[src/rtl/core/ddt_pkg.sv]
// ----------------------------------------------------------------------------
// ddt_pkg
// Shared types, widths and codes of the deadline timer table.
// ----------------------------------------------------------------------------
package ddt_pkg;

  // Default sizing of the table
  localparam int NUM_TIMERS_DEF = 16;
  localparam int TICK_WIDTH_DEF = 32;

  // Fixed field widths of the request and response beats
  localparam int REQ_W   = 2;
  localparam int ID_W    = 4;
  localparam int TICKS_W = 32;
  localparam int SLEEP_W = 16;

  // At most this many expiries are reported by one process request
  localparam int MAX_FIRE = 16;

  // Configuration port
  localparam int APB_AW = 3;
  localparam int APB_DW = 32;
  localparam int CFG_IW = APB_AW - 2;

  localparam logic [CFG_IW-1:0]  CFG_MAX_SLEEP = '0;
  localparam logic [SLEEP_W-1:0] SLEEP_RST     = 16'd62;

  typedef enum logic [REQ_W-1:0] {
    REQ_ARM   = 2'd0,
    REQ_STOP  = 2'd1,
    REQ_QUERY = 2'd2,
    REQ_PROC  = 2'd3
  } req_e;

  typedef struct packed {
    logic               fired;
    logic [ID_W-1:0]    expired_id;
    logic               is_pending;
    logic [SLEEP_W-1:0] next_delay;
    logic               last;
  } rsp_t;

  // Result beat handed from the engine to the output register
  typedef struct packed {
    logic valid;
    rsp_t rsp;
  } beat_t;

endpackage

[src/rtl/core/ddt_req_if.sv]
// ----------------------------------------------------------------------------
// ddt_req_if
// Request channel: valid/ready handshake with one request per beat.
// ----------------------------------------------------------------------------
interface ddt_req_if import ddt_pkg::*; ();

  logic               valid;
  logic               ready;
  logic [REQ_W-1:0]   req_type;
  logic [ID_W-1:0]    timer_id;
  logic [TICKS_W-1:0] delay_ticks;
  logic [TICKS_W-1:0] now_ticks;

  modport source (
    output valid, req_type, timer_id, delay_ticks, now_ticks,
    input  ready
  );

  modport sink (
    input  valid, req_type, timer_id, delay_ticks, now_ticks,
    output ready
  );

endinterface

[src/rtl/core/ddt_rsp_if.sv]
// ----------------------------------------------------------------------------
// ddt_rsp_if
// Response channel: valid/ready handshake with one result per beat.
// ----------------------------------------------------------------------------
interface ddt_rsp_if import ddt_pkg::*; ();

  logic               valid;
  logic               ready;
  logic               fired;
  logic [ID_W-1:0]    expired_id;
  logic               is_pending;
  logic [SLEEP_W-1:0] next_delay;
  logic               last;

  modport source (
    output valid, fired, expired_id, is_pending, next_delay, last,
    input  ready
  );

  modport sink (
    input  valid, fired, expired_id, is_pending, next_delay, last,
    output ready
  );

endinterface

[src/rtl/core/ddt_apb_regs.sv]
// ----------------------------------------------------------------------------
// ddt_apb_regs
// APB register file holding the sleep cap of the timer table.
// ----------------------------------------------------------------------------
module ddt_apb_regs import ddt_pkg::*; (
  input  logic               clk_i,
  input  logic               rst_ni,
  input  logic               psel,
  input  logic               penable,
  input  logic               pwrite,
  input  logic [APB_AW-1:0]  paddr,
  input  logic [APB_DW-1:0]  pwdata,
  output logic [APB_DW-1:0]  prdata,
  output logic               pready,
  output logic [SLEEP_W-1:0] max_sleep_o
);

  logic [SLEEP_W-1:0] sleep_q, sleep_d;
  logic [CFG_IW-1:0]  idx;
  logic               wr;

  assign pready      = 1'b1;
  assign idx         = paddr[APB_AW-1:2];
  assign wr          = psel & penable & pwrite;
  assign max_sleep_o = sleep_q;

  always_comb begin
    sleep_d = sleep_q;
    prdata  = '0;
    unique case (idx)
      CFG_MAX_SLEEP: begin
        prdata = APB_DW'(sleep_q);
        if (wr) begin
          sleep_d = pwdata[SLEEP_W-1:0];
        end
      end
      default: begin
        prdata = '0;
      end
    endcase
  end

  always_ff @(posedge clk_i or negedge rst_ni) begin
    if (!rst_ni) begin
      sleep_q <= SLEEP_RST;
    end else begin
      sleep_q <= sleep_d;
    end
  end

endmodule

[src/rtl/core/ddt_rsp_reg.sv]
// ----------------------------------------------------------------------------
// ddt_rsp_reg
// Output register between the engine and the response channel.
// ----------------------------------------------------------------------------
module ddt_rsp_reg import ddt_pkg::*; (
  input  logic      clk_i,
  input  logic      rst_ni,
  input  beat_t     beat_i,
  output logic      space_o,
  ddt_rsp_if.source rsp_o
);

  logic vld_q;
  rsp_t rsp_q;

  // Free when empty or when the held beat leaves this cycle
  assign space_o = !vld_q || rsp_o.ready;

  always_ff @(posedge clk_i or negedge rst_ni) begin
    if (!rst_ni) begin
      vld_q <= 1'b0;
    end else if (beat_i.valid) begin
      vld_q <= 1'b1;
    end else if (rsp_o.ready) begin
      vld_q <= 1'b0;
    end
  end

  always_ff @(posedge clk_i) begin
    if (beat_i.valid) begin
      rsp_q <= beat_i.rsp;
    end
  end

  assign rsp_o.valid      = vld_q;
  assign rsp_o.fired      = rsp_q.fired;
  assign rsp_o.expired_id = rsp_q.expired_id;
  assign rsp_o.is_pending = rsp_q.is_pending;
  assign rsp_o.next_delay = rsp_q.next_delay;
  assign rsp_o.last       = rsp_q.last;

endmodule

[src/rtl/core/ddt_engine.sv]
// ----------------------------------------------------------------------------
// ddt_engine
// Request sequencer over the order list and deadline memories.
// ----------------------------------------------------------------------------
module ddt_engine import ddt_pkg::*; #(
  parameter int NUM_TIMERS = NUM_TIMERS_DEF,
  parameter int TICK_WIDTH = TICK_WIDTH_DEF
) (
  input  logic               clk_i,
  input  logic               rst_ni,
  ddt_req_if.sink            req_i,
  input  logic [SLEEP_W-1:0] max_sleep_i,
  input  logic               space_i,
  output beat_t              beat_o
);

  localparam int IW  = $clog2(NUM_TIMERS);
  localparam int CW  = $clog2(NUM_TIMERS + 1);
  localparam int NFW = $clog2(MAX_FIRE + 1);

  typedef enum logic [8:0] {
    ST_IDLE   = 9'b000000001,
    ST_DROP   = 9'b000000010,
    ST_SHIFT  = 9'b000000100,
    ST_ARMFIN = 9'b000001000,
    ST_REPLY  = 9'b000010000,
    ST_PORD   = 9'b000100000,
    ST_PDL    = 9'b001000000,
    ST_PEV    = 9'b010000000,
    ST_PFIN   = 9'b100000000
  } state_e;

  state_e                state_q, state_d;
  logic [CW-1:0]         cnt_q, cnt_d;
  logic [NUM_TIMERS-1:0] armed_q, armed_d;
  logic                  rd_vld_q, rd_vld_d;

  logic [CW-1:0]         p_q, p_d;
  logic [CW-1:0]         w_q, w_d;
  logic [IW-1:0]         ra_q, ra_d;
  logic [IW-1:0]         id_q, id_d;
  logic [IW-1:0]         cur_q, cur_d;
  logic                  ok_q, ok_d;
  req_e                  req_q, req_d;
  logic [TICK_WIDTH-1:0] now_q, now_d;
  logic [TICK_WIDTH-1:0] delay_q, delay_d;
  logic [TICK_WIDTH-1:0] min_q, min_d;
  logic [NFW-1:0]        nf_q, nf_d;

  // Order list: position 0 holds the newest armed slot
  logic [IW-1:0]         ord_mem [NUM_TIMERS];
  logic [IW-1:0]         ord_rd_q;
  logic                  ord_we, ord_re;
  logic [IW-1:0]         ord_wa, ord_ra, ord_wd;

  // Deadline per slot
  logic [TICK_WIDTH-1:0] dl_mem [NUM_TIMERS];
  logic [TICK_WIDTH-1:0] dl_rd_q;
  logic                  dl_we, dl_re;

  logic                  in_ok;
  logic [IW-1:0]         in_id;
  req_e                  in_req;
  logic [TICK_WIDTH-1:0] diff;
  logic                  diff_neg;
  logic                  fire;
  logic [CW-1:0]         p_inc;

  assign req_i.ready = (state_q == ST_IDLE);

  assign in_ok    = (32'(req_i.timer_id) < 32'(NUM_TIMERS));
  assign in_id    = IW'(req_i.timer_id);
  assign in_req   = req_e'(req_i.req_type);
  assign diff     = dl_rd_q - now_q;
  assign diff_neg = diff[TICK_WIDTH-1];
  assign fire     = diff_neg && (nf_q != NFW'(MAX_FIRE));
  assign p_inc    = p_q + CW'(1);

  always_comb begin
    state_d  = state_q;
    cnt_d    = cnt_q;
    armed_d  = armed_q;
    rd_vld_d = rd_vld_q;
    p_d      = p_q;
    w_d      = w_q;
    ra_d     = ra_q;
    id_d     = id_q;
    cur_d    = cur_q;
    ok_d     = ok_q;
    req_d    = req_q;
    now_d    = now_q;
    delay_d  = delay_q;
    min_d    = min_q;
    nf_d     = nf_q;
    ord_we   = 1'b0;
    ord_wa   = '0;
    ord_wd   = '0;
    ord_re   = 1'b0;
    ord_ra   = '0;
    dl_we    = 1'b0;
    dl_re    = 1'b0;
    beat_o   = '0;

    unique case (state_q)
      ST_IDLE: begin
        if (req_i.valid) begin
          req_d    = in_req;
          id_d     = in_id;
          ok_d     = in_ok;
          now_d    = TICK_WIDTH'(req_i.now_ticks);
          delay_d  = TICK_WIDTH'(req_i.delay_ticks);
          p_d      = '0;
          w_d      = '0;
          rd_vld_d = 1'b0;
          nf_d     = '0;
          min_d    = TICK_WIDTH'(max_sleep_i);
          unique case (in_req)
            REQ_ARM: begin
              if (!in_ok) begin
                state_d = ST_REPLY;
              end else if (armed_q[in_id]) begin
                state_d = ST_DROP;
              end else begin
                p_d     = cnt_q;
                state_d = ST_SHIFT;
              end
            end
            REQ_STOP: begin
              if (in_ok && armed_q[in_id]) begin
                state_d = ST_DROP;
              end else begin
                state_d = ST_REPLY;
              end
            end
            REQ_QUERY: begin
              state_d = ST_REPLY;
            end
            REQ_PROC: begin
              state_d = ST_PORD;
            end
            default: begin
              state_d = ST_REPLY;
            end
          endcase
        end
      end

      // Compact the list, leaving out the addressed slot
      ST_DROP: begin
        if (rd_vld_q && (ord_rd_q != id_q)) begin
          ord_we = 1'b1;
          ord_wa = IW'(w_q);
          ord_wd = ord_rd_q;
          w_d    = w_q + CW'(1);
        end
        if (p_q != cnt_q) begin
          ord_re   = 1'b1;
          ord_ra   = IW'(p_q);
          p_d      = p_inc;
          rd_vld_d = 1'b1;
        end else begin
          rd_vld_d = 1'b0;
        end
        if ((p_q == cnt_q) && !rd_vld_q) begin
          armed_d[id_q] = 1'b0;
          cnt_d         = w_q;
          if (req_q == REQ_ARM) begin
            p_d     = w_q;
            state_d = ST_SHIFT;
          end else begin
            state_d = ST_REPLY;
          end
        end
      end

      // Move every entry one place down, last entry first
      ST_SHIFT: begin
        if (rd_vld_q) begin
          ord_we = 1'b1;
          ord_wa = ra_q + IW'(1);
          ord_wd = ord_rd_q;
        end
        if (p_q != '0) begin
          ord_re   = 1'b1;
          ord_ra   = IW'(p_q - CW'(1));
          ra_d     = IW'(p_q - CW'(1));
          p_d      = p_q - CW'(1);
          rd_vld_d = 1'b1;
        end else begin
          rd_vld_d = 1'b0;
        end
        if ((p_q == '0) && !rd_vld_q) begin
          state_d = ST_ARMFIN;
        end
      end

      ST_ARMFIN: begin
        ord_we        = 1'b1;
        ord_wa        = '0;
        ord_wd        = id_q;
        dl_we         = 1'b1;
        armed_d[id_q] = 1'b1;
        cnt_d         = cnt_q + CW'(1);
        state_d       = ST_REPLY;
      end

      ST_REPLY: begin
        if (space_i) begin
          beat_o.valid          = 1'b1;
          beat_o.rsp.is_pending = (req_q == REQ_QUERY) && ok_q && armed_q[id_q];
          beat_o.rsp.last       = 1'b1;
          state_d               = ST_IDLE;
        end
      end

      ST_PORD: begin
        if (p_q == cnt_q) begin
          state_d = ST_PFIN;
        end else begin
          ord_re  = 1'b1;
          ord_ra  = IW'(p_q);
          state_d = ST_PDL;
        end
      end

      ST_PDL: begin
        dl_re   = 1'b1;
        cur_d   = ord_rd_q;
        state_d = ST_PEV;
      end

      // Fire or keep one entry; hold while a fired beat has no room
      ST_PEV: begin
        if (!fire || space_i) begin
          if (fire) begin
            beat_o.valid          = 1'b1;
            beat_o.rsp.fired      = 1'b1;
            beat_o.rsp.expired_id = ID_W'(cur_q);
            armed_d[cur_q]        = 1'b0;
            nf_d                  = nf_q + NFW'(1);
          end else begin
            ord_we = 1'b1;
            ord_wa = IW'(w_q);
            ord_wd = cur_q;
            w_d    = w_q + CW'(1);
            if (!diff_neg && (diff < min_q)) begin
              min_d = diff;
            end
          end
          p_d = p_inc;
          if (p_inc != cnt_q) begin
            ord_re  = 1'b1;
            ord_ra  = IW'(p_inc);
            state_d = ST_PDL;
          end else begin
            state_d = ST_PFIN;
          end
        end
      end

      ST_PFIN: begin
        if (space_i) begin
          beat_o.valid          = 1'b1;
          beat_o.rsp.next_delay = (min_q == '0) ? SLEEP_W'(1) : SLEEP_W'(min_q);
          beat_o.rsp.last       = 1'b1;
          cnt_d                 = w_q;
          state_d               = ST_IDLE;
        end
      end

      default: begin
        state_d = ST_IDLE;
      end
    endcase
  end

  always_ff @(posedge clk_i or negedge rst_ni) begin
    if (!rst_ni) begin
      state_q  <= ST_IDLE;
      cnt_q    <= '0;
      armed_q  <= '0;
      rd_vld_q <= 1'b0;
    end else begin
      state_q  <= state_d;
      cnt_q    <= cnt_d;
      armed_q  <= armed_d;
      rd_vld_q <= rd_vld_d;
    end
  end

  always_ff @(posedge clk_i) begin
    p_q     <= p_d;
    w_q     <= w_d;
    ra_q    <= ra_d;
    id_q    <= id_d;
    cur_q   <= cur_d;
    ok_q    <= ok_d;
    req_q   <= req_d;
    now_q   <= now_d;
    delay_q <= delay_d;
    min_q   <= min_d;
    nf_q    <= nf_d;
  end

  always_ff @(posedge clk_i) begin
    if (ord_we) begin
      ord_mem[ord_wa] <= ord_wd;
    end
    if (ord_re) begin
      ord_rd_q <= ord_mem[ord_ra];
    end
  end

  always_ff @(posedge clk_i) begin
    if (dl_we) begin
      dl_mem[id_q] <= now_q + delay_q;
    end
    if (dl_re) begin
      dl_rd_q <= dl_mem[ord_rd_q];
    end
  end

endmodule

[src/rtl/core/deadline_timer_table.sv]
// ----------------------------------------------------------------------------
// deadline_timer_table
// Table of software timers with arm, stop, query and expiry processing.
// ----------------------------------------------------------------------------
//
//   port      | kind        | dir | beat
//   ----------+-------------+-----+------------------------------------------
//   req_i     | valid/ready | in  | req_type, timer_id, delay_ticks, now_ticks
//   rsp_o     | valid/ready | out | fired, expired_id, is_pending,
//             |             |     | next_delay, last
//   apb       | APB write/  | in  | max_sleep_ticks at byte address 0
//             | read        |     |
//
// One request is worked on at a time; req_i is ready only while idle.
// Work per request: query only replies; stop of an armed slot
// compacts the order list; arm compacts it if the slot is already
// armed, then shifts the order list; process reads the order and
// deadline memories for each armed timer.
// Reset clears the armed flags and the list count; memory contents
// are not reset and are only read below the count. A stalled rsp_o
// holds the engine in place until the output register frees up.
// ----------------------------------------------------------------------------
module deadline_timer_table import ddt_pkg::*; #(
  parameter int NUM_TIMERS = NUM_TIMERS_DEF,
  parameter int TICK_WIDTH = TICK_WIDTH_DEF
) (
  input  logic              clk_i,
  input  logic              rst_ni,
  ddt_req_if.sink           req_i,
  ddt_rsp_if.source         rsp_o,
  input  logic              psel,
  input  logic              penable,
  input  logic              pwrite,
  input  logic [APB_AW-1:0] paddr,
  input  logic [APB_DW-1:0] pwdata,
  output logic [APB_DW-1:0] prdata,
  output logic              pready
);

  // Sleep cap from the register file
  logic [SLEEP_W-1:0] max_sleep;

  // Engine to output register
  beat_t              beat;
  logic               space;

  ddt_apb_regs u_regs (
    .clk_i       (clk_i),
    .rst_ni      (rst_ni),
    .psel        (psel),
    .penable     (penable),
    .pwrite      (pwrite),
    .paddr       (paddr),
    .pwdata      (pwdata),
    .prdata      (prdata),
    .pready      (pready),
    .max_sleep_o (max_sleep)
  );

  // Walk the order list (newest first) and the deadline memory
  ddt_engine #(
    .NUM_TIMERS (NUM_TIMERS),
    .TICK_WIDTH (TICK_WIDTH)
  ) u_engine (
    .clk_i       (clk_i),
    .rst_ni      (rst_ni),
    .req_i       (req_i),
    .max_sleep_i (max_sleep),
    .space_i     (space),
    .beat_o      (beat)
  );

  // Hold each result beat until the sink takes it
  ddt_rsp_reg u_rsp (
    .clk_i   (clk_i),
    .rst_ni  (rst_ni),
    .beat_i  (beat),
    .space_o (space),
    .rsp_o   (rsp_o)
  );

endmodule

[src/flat_wrapper.sv]
// flat-port wrapper written by rule: the top's interface ports become plain ports
module deadline_timer_table_flat import ddt_pkg::*;
#(
  parameter int NUM_TIMERS = NUM_TIMERS_DEF,
  parameter int TICK_WIDTH = TICK_WIDTH_DEF
)
  (clk_i, rst_ni, psel, penable, pwrite, paddr, pwdata, prdata, pready, req_i_valid, req_i_req_type, req_i_timer_id, req_i_delay_ticks, req_i_now_ticks, req_i_ready, rsp_o_valid, rsp_o_fired, rsp_o_expired_id, rsp_o_is_pending, rsp_o_next_delay, rsp_o_last, rsp_o_ready);
  ddt_req_if req_i_i ();
  ddt_rsp_if rsp_o_i ();
  input  logic clk_i;
  input  logic rst_ni;
  input  logic psel;
  input  logic penable;
  input  logic pwrite;
  input  logic [APB_AW-1:0] paddr;
  input  logic [APB_DW-1:0] pwdata;
  output logic [APB_DW-1:0] prdata;
  output logic pready;
  input wire logic [$bits(req_i_i.valid)-1:0] req_i_valid;
  input wire logic [$bits(req_i_i.req_type)-1:0] req_i_req_type;
  input wire logic [$bits(req_i_i.timer_id)-1:0] req_i_timer_id;
  input wire logic [$bits(req_i_i.delay_ticks)-1:0] req_i_delay_ticks;
  input wire logic [$bits(req_i_i.now_ticks)-1:0] req_i_now_ticks;
  output wire logic [$bits(req_i_i.ready)-1:0] req_i_ready;
  output wire logic [$bits(rsp_o_i.valid)-1:0] rsp_o_valid;
  output wire logic [$bits(rsp_o_i.fired)-1:0] rsp_o_fired;
  output wire logic [$bits(rsp_o_i.expired_id)-1:0] rsp_o_expired_id;
  output wire logic [$bits(rsp_o_i.is_pending)-1:0] rsp_o_is_pending;
  output wire logic [$bits(rsp_o_i.next_delay)-1:0] rsp_o_next_delay;
  output wire logic [$bits(rsp_o_i.last)-1:0] rsp_o_last;
  input wire logic [$bits(rsp_o_i.ready)-1:0] rsp_o_ready;
  assign req_i_i.valid = req_i_valid;
  assign req_i_i.req_type = req_i_req_type;
  assign req_i_i.timer_id = req_i_timer_id;
  assign req_i_i.delay_ticks = req_i_delay_ticks;
  assign req_i_i.now_ticks = req_i_now_ticks;
  assign req_i_ready = req_i_i.ready;
  assign rsp_o_valid = rsp_o_i.valid;
  assign rsp_o_fired = rsp_o_i.fired;
  assign rsp_o_expired_id = rsp_o_i.expired_id;
  assign rsp_o_is_pending = rsp_o_i.is_pending;
  assign rsp_o_next_delay = rsp_o_i.next_delay;
  assign rsp_o_last = rsp_o_i.last;
  assign rsp_o_i.ready = rsp_o_ready;
  deadline_timer_table #(.NUM_TIMERS(NUM_TIMERS), .TICK_WIDTH(TICK_WIDTH)) u_core (.clk_i(clk_i), .rst_ni(rst_ni), .req_i(req_i_i), .rsp_o(rsp_o_i), .psel(psel), .penable(penable), .pwrite(pwrite), .paddr(paddr), .pwdata(pwdata), .prdata(prdata), .pready(pready));
endmodule
[config.mk]
export PLATFORM = sky130hd
export DESIGN_NAME = deadline_timer_table_flat
export DESIGN_NICKNAME = d
export VERILOG_FILES = /design/src/rtl/core/ddt_pkg.sv /design/src/rtl/core/ddt_req_if.sv /design/src/rtl/core/ddt_rsp_if.sv /design/src/rtl/core/ddt_apb_regs.sv /design/src/rtl/core/ddt_rsp_reg.sv /design/src/rtl/core/ddt_engine.sv /design/src/rtl/core/deadline_timer_table.sv /design/src/flat_wrapper.sv
export SDC_FILE = /design/constraint.sdc
export NUM_CORES = 1
export LEC_CHECK = 0
export BUFFER_PORTS_ARGS = -buffer_cell sky130_fd_sc_hd__buf_2
export CAP_MARGIN = 20
export CELL_PAD_IN_SITES_DETAIL_PLACEMENT = 1
export CELL_PAD_IN_SITES_GLOBAL_PLACEMENT = 1
export CORE_AREA = 10 10 311 313
export DETAILED_ROUTE_END_ITERATION = 10
export DIE_AREA = 0 0 321 323
export GPL_TIMING_DRIVEN = 1
export PLACE_DENSITY_LB_ADDON = 0.1
export SYNTH_ARGS = -nofsm -noshare
export SYNTH_HDL_FRONTEND = slang
export SYNTH_HIERARCHICAL = 1
export SYNTH_SLANG_ARGS = --single-unit
[constraint.sdc]
create_clock -name clk_i -period 13 [get_ports clk_i]
set_input_delay 1.95 -clock clk_i [delete_from_list [all_inputs] [get_ports clk_i]]
set_output_delay 1.95 -clock clk_i [all_outputs]
set_load 0.02 [all_outputs]
==> results of run 1 <==
[synth_stat cells (all sizes together), types with 24 or more instances]
cell	number	area [um2]
nor2	112	420
nand2b	24	160
nor2b	29	181
and2	37	231
edfxtp	760	22800
a21oi	82	410
nor3	37	195
nand2	88	330
mux2	27	342
mux4	170	3830
buf	53	287
xnor2	53	464
inv	99	372
o21ai	56	280
ha	102	1280
mux2i	33	330
clkbuf	51	191
nand3	32	160
dfrtp	42	1050
xor2	27	236
a21o	33	248
[worst max path at each step]
| stage | end | slack [ns] |
|---|---|---|
| final | u_core/u_engine/min_q[9]$_DFFE_PP_ | 6.49 |
| after detailed placement | u_core/u_engine/min_q[9]$_DFFE_PP_ | 6.38 |
| after CTS | u_core/u_engine/min_q[9]$_DFFE_PP_ | 6.36 |
| after global routing | u_core/u_engine/min_q[8]$_DFFE_PP_ | 5.95 |
| after global placement | u_core/u_engine/min_q[8]$_DFFE_PP_ | 6.50 |
| after floorplan | u_core/u_engine/min_q[0]$_DFFE_PP_ | 7.56 |
[through the flow]
| stage | total power [mW] | area [um2] | utilization (%) | hold WS, ns |
|---|---|---|---|---|
| finish | 8.78 | 41300 | 45.5 | 0.529 |
| global route | 9.26 | 41300 | 45.5 | 0.551 |
| CTS | 8.79 | 41100 | 45.3 | 0.532 |
| detailed placement | 6.20 | 38100 | 42.0 | 0.519 |
| global placement | 6.09 | 38100 | 42.0 | 0.510 |
| floorplan | 5.39 | 36000 | - | 0.424 |
[worst max-delay path, cell delays in order (launching register included)]
cell       delay (ns)
edfxtp_1         0.37
inv_1            0.07
ha_1             0.18
fa_1             0.22
nor2b_1          0.06
o21a_1           0.18
o21ai_0          0.22
or4b_2           0.66
a211o_1          0.46
nand2_1          0.12
a21oi_1          0.15
a2111oi_1        0.55
o21bai_1         0.17
a21oi_1          0.21
xnor2_1          0.22
ha_1             0.32
nand4_1          0.10
nor2_1           0.07
and3_1           0.18
o21ai_0          0.08
o21ai_0          0.10
a2111oi_0        0.37
a41o_1           0.69
buf_4            0.40
[layout make-up]
type	instances	area (um2)
Fill cell	8842	49500
Sequential cell	808	24000
Multi-Input combinational cell	1200	11300
Clock buffer	111	2400
Tap cell	1186	1480
Timing Repair Buffer	196	1150
Clock inverter	58	593
Inverter	99	372
[power groups by stage]
stage	clock network [mW]	registers, mW	logic (mW)
detailed placement	0	3.84	2.36
global placement	0	3.82	2.27
finish	2.56	3.76	2.45
CTS	2.64	3.78	2.37
global route	2.74	3.79	2.73
floorplan	0	3.73	1.66
[logic make-up (layout without fill, tap and decap cells)]
| logic type | after synthesis | count (layout) | share of synthesized area [%] |
|---|---|---|---|
| compound gates | 314 | 314 | 6.01 |
| other cells | 2 | 17 | 0.0209 |
| mux | 230 | 230 | 12.5 |
| flops | 808 | 808 | 66.9 |
| simple gates | 455 | 455 | 6.59 |
| buf+inv | 203 | 464 | 2.36 |
| xor+xnor | 80 | 80 | 1.95 |
| fa+ha+maj | 104 | 104 | 3.66 |
[state kept, by name, indices dropped and copies added (netlist names), 9 cells and up]
name,flops
u_core/u_engine/armed_q,16
u_core/u_engine/delay_q,32
u_core/u_engine/dl_mem,512
u_core/u_engine/dl_rd_q,32
u_core/u_engine/min_q,32
u_core/u_engine/now_q,32
u_core/u_engine/ord_mem,64
u_core/u_engine/state_q,9
u_core/u_regs/max_sleep_o,16
u_core/u_rsp/rsp_o.next_delay,16
[per-layer routing]
| metal | track usage (%) | up-vias | routed length (um) |
|---|---|---|---|
| met2 | 30.4 | 537 | 46000 |
| met3 | 3.25 | 126 | 5190 |
| li1 | - | 9027 | - |
| met1 | 25.5 | 10600 | 43500 |
| met5 | 0 | - | 0 |
| met4 | 4.99 | 0 | 2250 |
==> summary.md, run 1 <==
| Metric | Value |
|---|---|
| R2R cell count | `23` |
| Top_reg_cell synth | `edfxtp_1` |
| H-Tree Depth | `3` |
| Initial antenna violation count | `2` |
| Skew-Pair Late Insertion Delay | `0.67 ns` |
| Final Critical Period | `6.51 ns` |
| Hold Crit Start | `u_core/u_engine/armed_q[7]$_DFFE_PN0P_` |
| Hold crit path type | `reg2reg` |
| Ys async rst share | `5.94%` |
| Die Ht | `323 um` |
| CTS Sinks | `808` |
| Row cnt | `111` |
| Gr ovfl total | `0` |
| PD cells | `213 mW/mm2` |
| Internal power | `6.00 mW` |
| GPL Wtd Cong | `0.801` |
| RR Endpoint | `u_core/u_engine/min_q[9]$_DFFE_PP_` |
| Slew headroom | `29.6%` |
| Register bit total from synthesis | `808` |
| Pleak | `14.9 nW` |
| Setup TNS | `0 ns` |
| Crit. End Element | `register` |
| Hold path depth | `1` |
| # hold bufs at CTS | `0` |
| Status | `finished clean` |
| Most common cell after layout, fill and taps aside | `edfxtp_1` |
| Final net count | `2613` |
| IO Count | `170` |
| Vias/cell | `5.56` |
| TritonRoute pass-1 iters | `5` |
| DP Worst Slack | `6.38 ns` |
| Hold Path End | `u_core/u_engine/armed_q[7]$_DFFE_PN0P_` |
| Num CTS Buffers | `92` |
| # setup viols final | `0` |
| Sequential-to-total area share from yosys stat | `66.9%` |
| Synthesis-to-finish area growth | `14.9%` |
| CP Data Required Time | `13.33 ns` |
| Fin. Hold Viols | `0` |
| Worst Skew | `0.0232 ns` |
| Routed Wire Length | `96900 um` |
| Layout cells sized above 1 | `23.1%` |
| Distinct cells, synth | `90` |
| DR vias | `20.3k` |
| Final Cycle Share | `50.1%` |
| Postcts setup bufs | `0` |
| Vias in the first global route | `21.5k` |
| Worst-Margin Slew | `1.05 ns` |
| Worst vdd ir | `0.000126 V` |
| Setup crit start | `u_core/u_engine/dl_rd_q[0]$_DFFE_PP_` |
| Clk pwr share | `29.2%` |
| Die X | `321 um` |
| Resized Gates After CTS | `0` |
| NetSw | `2.78 mW` |
| Dpl hpwl | `62200 um` |
| Commonest cells after routing, fill and taps aside | `edfxtp_1, mux4_2, buf_2` |
| Worst path arrival time | `6.84 ns` |
| PortBufs | `134` |
| Finished Layout Cells | `3658` |
| Startpoint Class | `register` |
| Crit path kind | `reg2reg` |
| First-pass GRT wire length | `143000 um` |
| N_diodes | `0` |
| DRC | `0` |
| Mean Syn Cell Area | `16.4 um2` |
| Reg-to-reg setup timing slack | `6.49 ns` |
| Switching share of power | `31.7%` |
| Starting Density | `39.6%` |
| Syn Inst Count | `2196` |
| Worst-path clk slew | `0.06 ns` |
| Max cap viols | `0` |
| Largest net degree at the start of global routing | `88` |
| RSZ-0062 raised after global routing | `no` |
| Sequential power share | `42.9%` |
| Core area | `0.0908 mm2` |
| Fmax | `0.154 GHz` |
| Max clock buf depth | `3` |
| Antenna-violating nets left | `0` |
| Max-slew violation count | `0` |
| Mapped cell area | `0.0359 mm2` |
| WL per Instance | `26.5 um` |
| Clock Root Buffer | `clkbuf_16` |
| Ys Warns | `6` |
| GRT Overall Usage | `18.6%` |
| Post-placement cell count | `3466` |
| Post-synth EDFFs | `760` |
| Worst setup margin | `6.49 ns` |
| Max Fanout on Critical Path | `18` |
| Clock tree from TritonCTS | `built` |
| Combinational share of power | `28.0%` |
| Die area | `0.104 mm2` |
| Initial drt markers | `1726` |
| R2r startpoint | `u_core/u_engine/dl_rd_q[0]$_DFFE_PP_` |
(Power assumes the default switching activity.)
==> run 2: changes to the inputs <==
- clock period: 13 -> 5.35 ns (I/O delays scaled with it)
==> run 2 against run 1 <==
Net effect:
- die area unchanged
- design area increased by 1.5%
- combinational power increased to 2.6 times the previous value
- maximum frequency increased by 27%
- count of clock-buffer cells in the layout increased by 2
- first-iteration DRC count decreased by 0.23%
- wire length increased by 2.9%
- via count increased by 1.5%
- non-clock buffer count increased by 46
- sequential power increased by 140%
- hold slack got worse by 0.27 ns
- critical path depth increased by 1
==> summary.md, run 2 (synthesis results as in run 1) <==
| Metric | Value |
|---|---|
| Startpoint Class | `register (unchanged)` |
| Crit path kind | `reg2reg (unchanged)` |
| Final-layout fill cell count | `8737 (was 8842)` |
| Max reg flops | `512 (unchanged)` |
| Max clock buf depth | `3 (unchanged)` |
| H-Tree Depth | `3 (unchanged)` |
| Num CTS Buffers | `90 (was 92)` |
| Core area | `0.0908 mm2 (unchanged)` |
| CTS Sinks | `808 (unchanged)` |
| Synthesis-to-finish area growth | `16.7% (was 14.9%)` |
| R2r startpoint | `u_core/u_engine/dl_rd_q[0]$_DFFE_PP_ (unchanged)` |
| Worst hold slack | `0.258 ns (was 0.529 ns)` |
| Layout cells sized above 1 | `25.1% (was 23.1%)` |
| Worst vdd ir | `0.000280 V (was 0.000126 V)` |
| Placement Cell Area | `0.0386 mm2 (was 0.0381 mm2)` |
| Metal2 WL | `48000 um (was 46000 um)` |
| Reg with most FFs | `u_core/u_engine/dl_mem (unchanged)` |
| CP Data Required Time | `5.72 ns (was 13.33 ns)` |
| Worst setup margin | `0.202 ns (was 6.49 ns)` |
| Pleak | `15.1 nW (was 14.9 nW)` |
| Skew-Pair Late Insertion Delay | `0.68 ns (was 0.67 ns)` |
| Max-slew violation count | `0 (unchanged)` |
| Worst path arrival time | `5.52 ns (was 6.84 ns)` |
| Clock Root Buffer | `clkbuf_16 (unchanged)` |
| N_diodes | `0 (unchanged)` |
| Starting Density | `39.6% (unchanged)` |
| Gr ovfl total | `0 (unchanged)` |
| Crit. End Element | `register (unchanged)` |
| Initial antenna violation count | `0 (was 2)` |
| Fmax | `0.194 GHz (was 0.154 GHz)` |
| Status | `finished clean (unchanged)` |
| Final Critical Period | `5.15 ns (was 6.51 ns)` |
| IO Count | `170 (unchanged)` |
| PD cells | `515 mW/mm2 (was 213 mW/mm2)` |
| GRT Overall Usage | `19.1% (was 18.6%)` |
| Slew headroom | `28.0% (was 29.6%)` |
| Antenna-violating nets left | `0 (unchanged)` |
| Die Ht | `323 um (unchanged)` |
| Final Cycle Share | `96.2% (was 50.1%)` |
| # setup viols final | `0 (unchanged)` |
| PortBufs | `134 (unchanged)` |
| Die area | `0.104 mm2 (unchanged)` |
| Vias in the first global route | `22.0k (was 21.5k)` |
| Worst-path cell chain | `inv_2, ha_4, fa_2, nor2b_2, o21a_1, o21ai_2, or4b_4, a211o_4, nand2_4, a21oi_4, a2111oi_4, buf_4, o21bai_1, a21oi_1, xnor2_1, ha_1, nand4_1, nor2_2, and3_4, o21ai_2, o21ai_2, a2111oi_4, a41o_4, clkbuf_16 (was inv_1, ha_1, fa_1, nor2b_1, o21a_1, o21ai_0, or4b_2, a211o_1, nand2_1, a21oi_1, a2111oi_1, o21bai_1, a21oi_1, xnor2_1, ha_1, nand4_1, nor2_1, and3_1, o21ai_0, o21ai_0, a2111oi_0, a41o_1, buf_4)` |
| Worst-path clk slew | `0.06 ns (about the same)` |
| Initial drt markers | `1722 (was 1726)` |
| Finished Layout Cells | `3696 (was 3658)` |
| DRC | `0 (unchanged)` |
| Most used cell, CP | `o21ai_2 (was o21ai_0)` |
| Reg-to-reg setup timing slack | `0.20 ns (was 6.49 ns)` |
| DR vias | `20.6k (was 20.3k)` |
| Max layer used | `met4 (unchanged)` |
| Hold crit path type | `in2async (was reg2reg)` |
| Final Instance Area | `0.0419 mm2 (was 0.0413 mm2)` |
| Max cap viols | `0 (unchanged)` |
| Largest net degree at the start of global routing | `74 (was 88)` |
| Most common cell after layout, fill and taps aside | `edfxtp_1 (unchanged)` |
| Clock tree from TritonCTS | `built (unchanged)` |
| Final net count | `2657 (was 2613)` |
| TritonRoute pass-1 iters | `5 (unchanged)` |
| Die X | `321 um (unchanged)` |
| Top Registers | `u_core/u_engine/dl_mem (512), u_core/u_engine/ord_mem (64) (unchanged)` |
| Commonest cells after routing, fill and taps aside | `edfxtp_1, mux4_2, buf_2 (unchanged)` |
| Vias/cell | `5.58 (was 5.56)` |
| Worst Skew | `0.0377 ns (was 0.0232 ns)` |
| R2R cell count | `24 (was 23)` |
| Max Fanout on Critical Path | `5 (was 18)` |
| Max incr delay on CP | `0.52 ns (was 0.69 ns)` |
| Fin. Hold Viols | `0 (unchanged)` |
| WL per Instance | `27.0 um (was 26.5 um)` |
| DP Worst Slack | `-0.317 ns (was 6.38 ns)` |
| Slowest stage cell, crit path | `or4b_4 (was a41o_1)` |
| Row cnt | `111 (unchanged)` |
| RR Endpoint | `u_core/u_engine/min_q[15]$_DFFE_PP_ (was u_core/u_engine/min_q[9]$_DFFE_PP_)` |
| Worst-Margin Slew | `1.07 ns (was 1.05 ns)` |
| First-pass GRT wire length | `147000 um (was 143000 um)` |
| Met3 WL | `4520 um (was 5190 um)` |
| Dpl hpwl | `62900 um (was 62200 um)` |
| Routed Wire Length | `99600 um (was 96900 um)` |
| M1 WL | `45100 um (was 43500 um)` |
| Post-placement cell count | `3508 (was 3466)` |
| GPL Wtd Cong | `0.826 (was 0.801)` |
[run 2: per-layer routing]
layer | track usage [%] | vias up
met2 | 31.7 | 512
li1 | - | 9113
met5 | 0 | -
met4 | 4.61 | 0
met3 | 3.12 | 134
met1 | 26.0 | 10900
[run 2: stage by stage]
step	total power [mW]	setup TNS, ns	util [%]
floorplan	13.1	0	-
global placement	15.0	-7.68	42.5
detailed placement	15.3	-9.67	42.5
CTS	21.5	0	45.7
global route	22.7	-0.412	46.1
finish	21.6	0	46.1
[run 2: repair_timing]
action                     in CTS  in global routing
setup endpoints to repair      32                 32
gates cloned                    0                  3
hold buffers                    0                  0
setup buffers                   1                  4
pin swaps                       4                 14
gates resized for setup         5                 29
[run 2: worst max-delay path by stage]
| stage | start | end | slack [ns] | cells after the start |
|---|---|---|---|---|
| floorplan | u_core/u_engine/now_q[2]$_DFFE_PP_ | u_core/u_engine/min_q[0]$_DFFE_PP_ | 0.22 | 21 |
| global placement | u_core/u_engine/dl_rd_q[0]$_DFFE_PP_ | u_core/u_engine/min_q[6]$_DFFE_PP_ | -0.26 | 24 |
| detailed placement | u_core/u_engine/dl_rd_q[0]$_DFFE_PP_ | u_core/u_engine/min_q[6]$_DFFE_PP_ | -0.32 | 24 |
| CTS | u_core/u_engine/dl_rd_q[0]$_DFFE_PP_ | u_core/u_engine/min_q[8]$_DFFE_PP_ | 0.007 | 24 |
| global route | u_core/u_engine/dl_rd_q[0]$_DFFE_PP_ | u_core/u_engine/min_q[25]$_SDFFCE_PN0P_ | -0.02 | 24 |
| finish | u_core/u_engine/dl_rd_q[0]$_DFFE_PP_ | u_core/u_engine/min_q[15]$_DFFE_PP_ | 0.20 | 24 |
[run 2: final cells by class]
cell class | instances | area, um2 | area share [%]
clock buffer | 113 | 2400 | 5.73
clock inverter | 48 | 514 | 1.23
tap | 1186 | 1480 | 3.54
timing repair buffer | 242 | 1700 | 4.04
sequential | 808 | 24000 | 57.3
multi-input combinational | 1200 | 11400 | 27.2
inverter | 99 | 372 | 0.887
[run 2: worst max-delay path: cells and delay by family, from the launching register on]
kind / cells / cell delay, ns
buffers and inverters: 3 / 0.42
xor gates and xnor gates: 1 / 0.19
AOI/OAI and AO/OA: 11 / 2.23
and+or+nand+nor: 6 / 0.98
adders and majority gates: 3 / 0.65
DFF: 1 / 0.37
[run 2: power breakdown]
part / leakage, nW / total (mW) / switching [mW] / internal, mW
Sequential: 7.60 / 9.16 / 0.483 / 8.67
Combinational: 6.11 / 6.30 / 3.82 / 2.48
Clock: 1.40 / 6.11 / 2.58 / 3.54
Total: 15.1 / 21.6 / 6.88 / 14.7
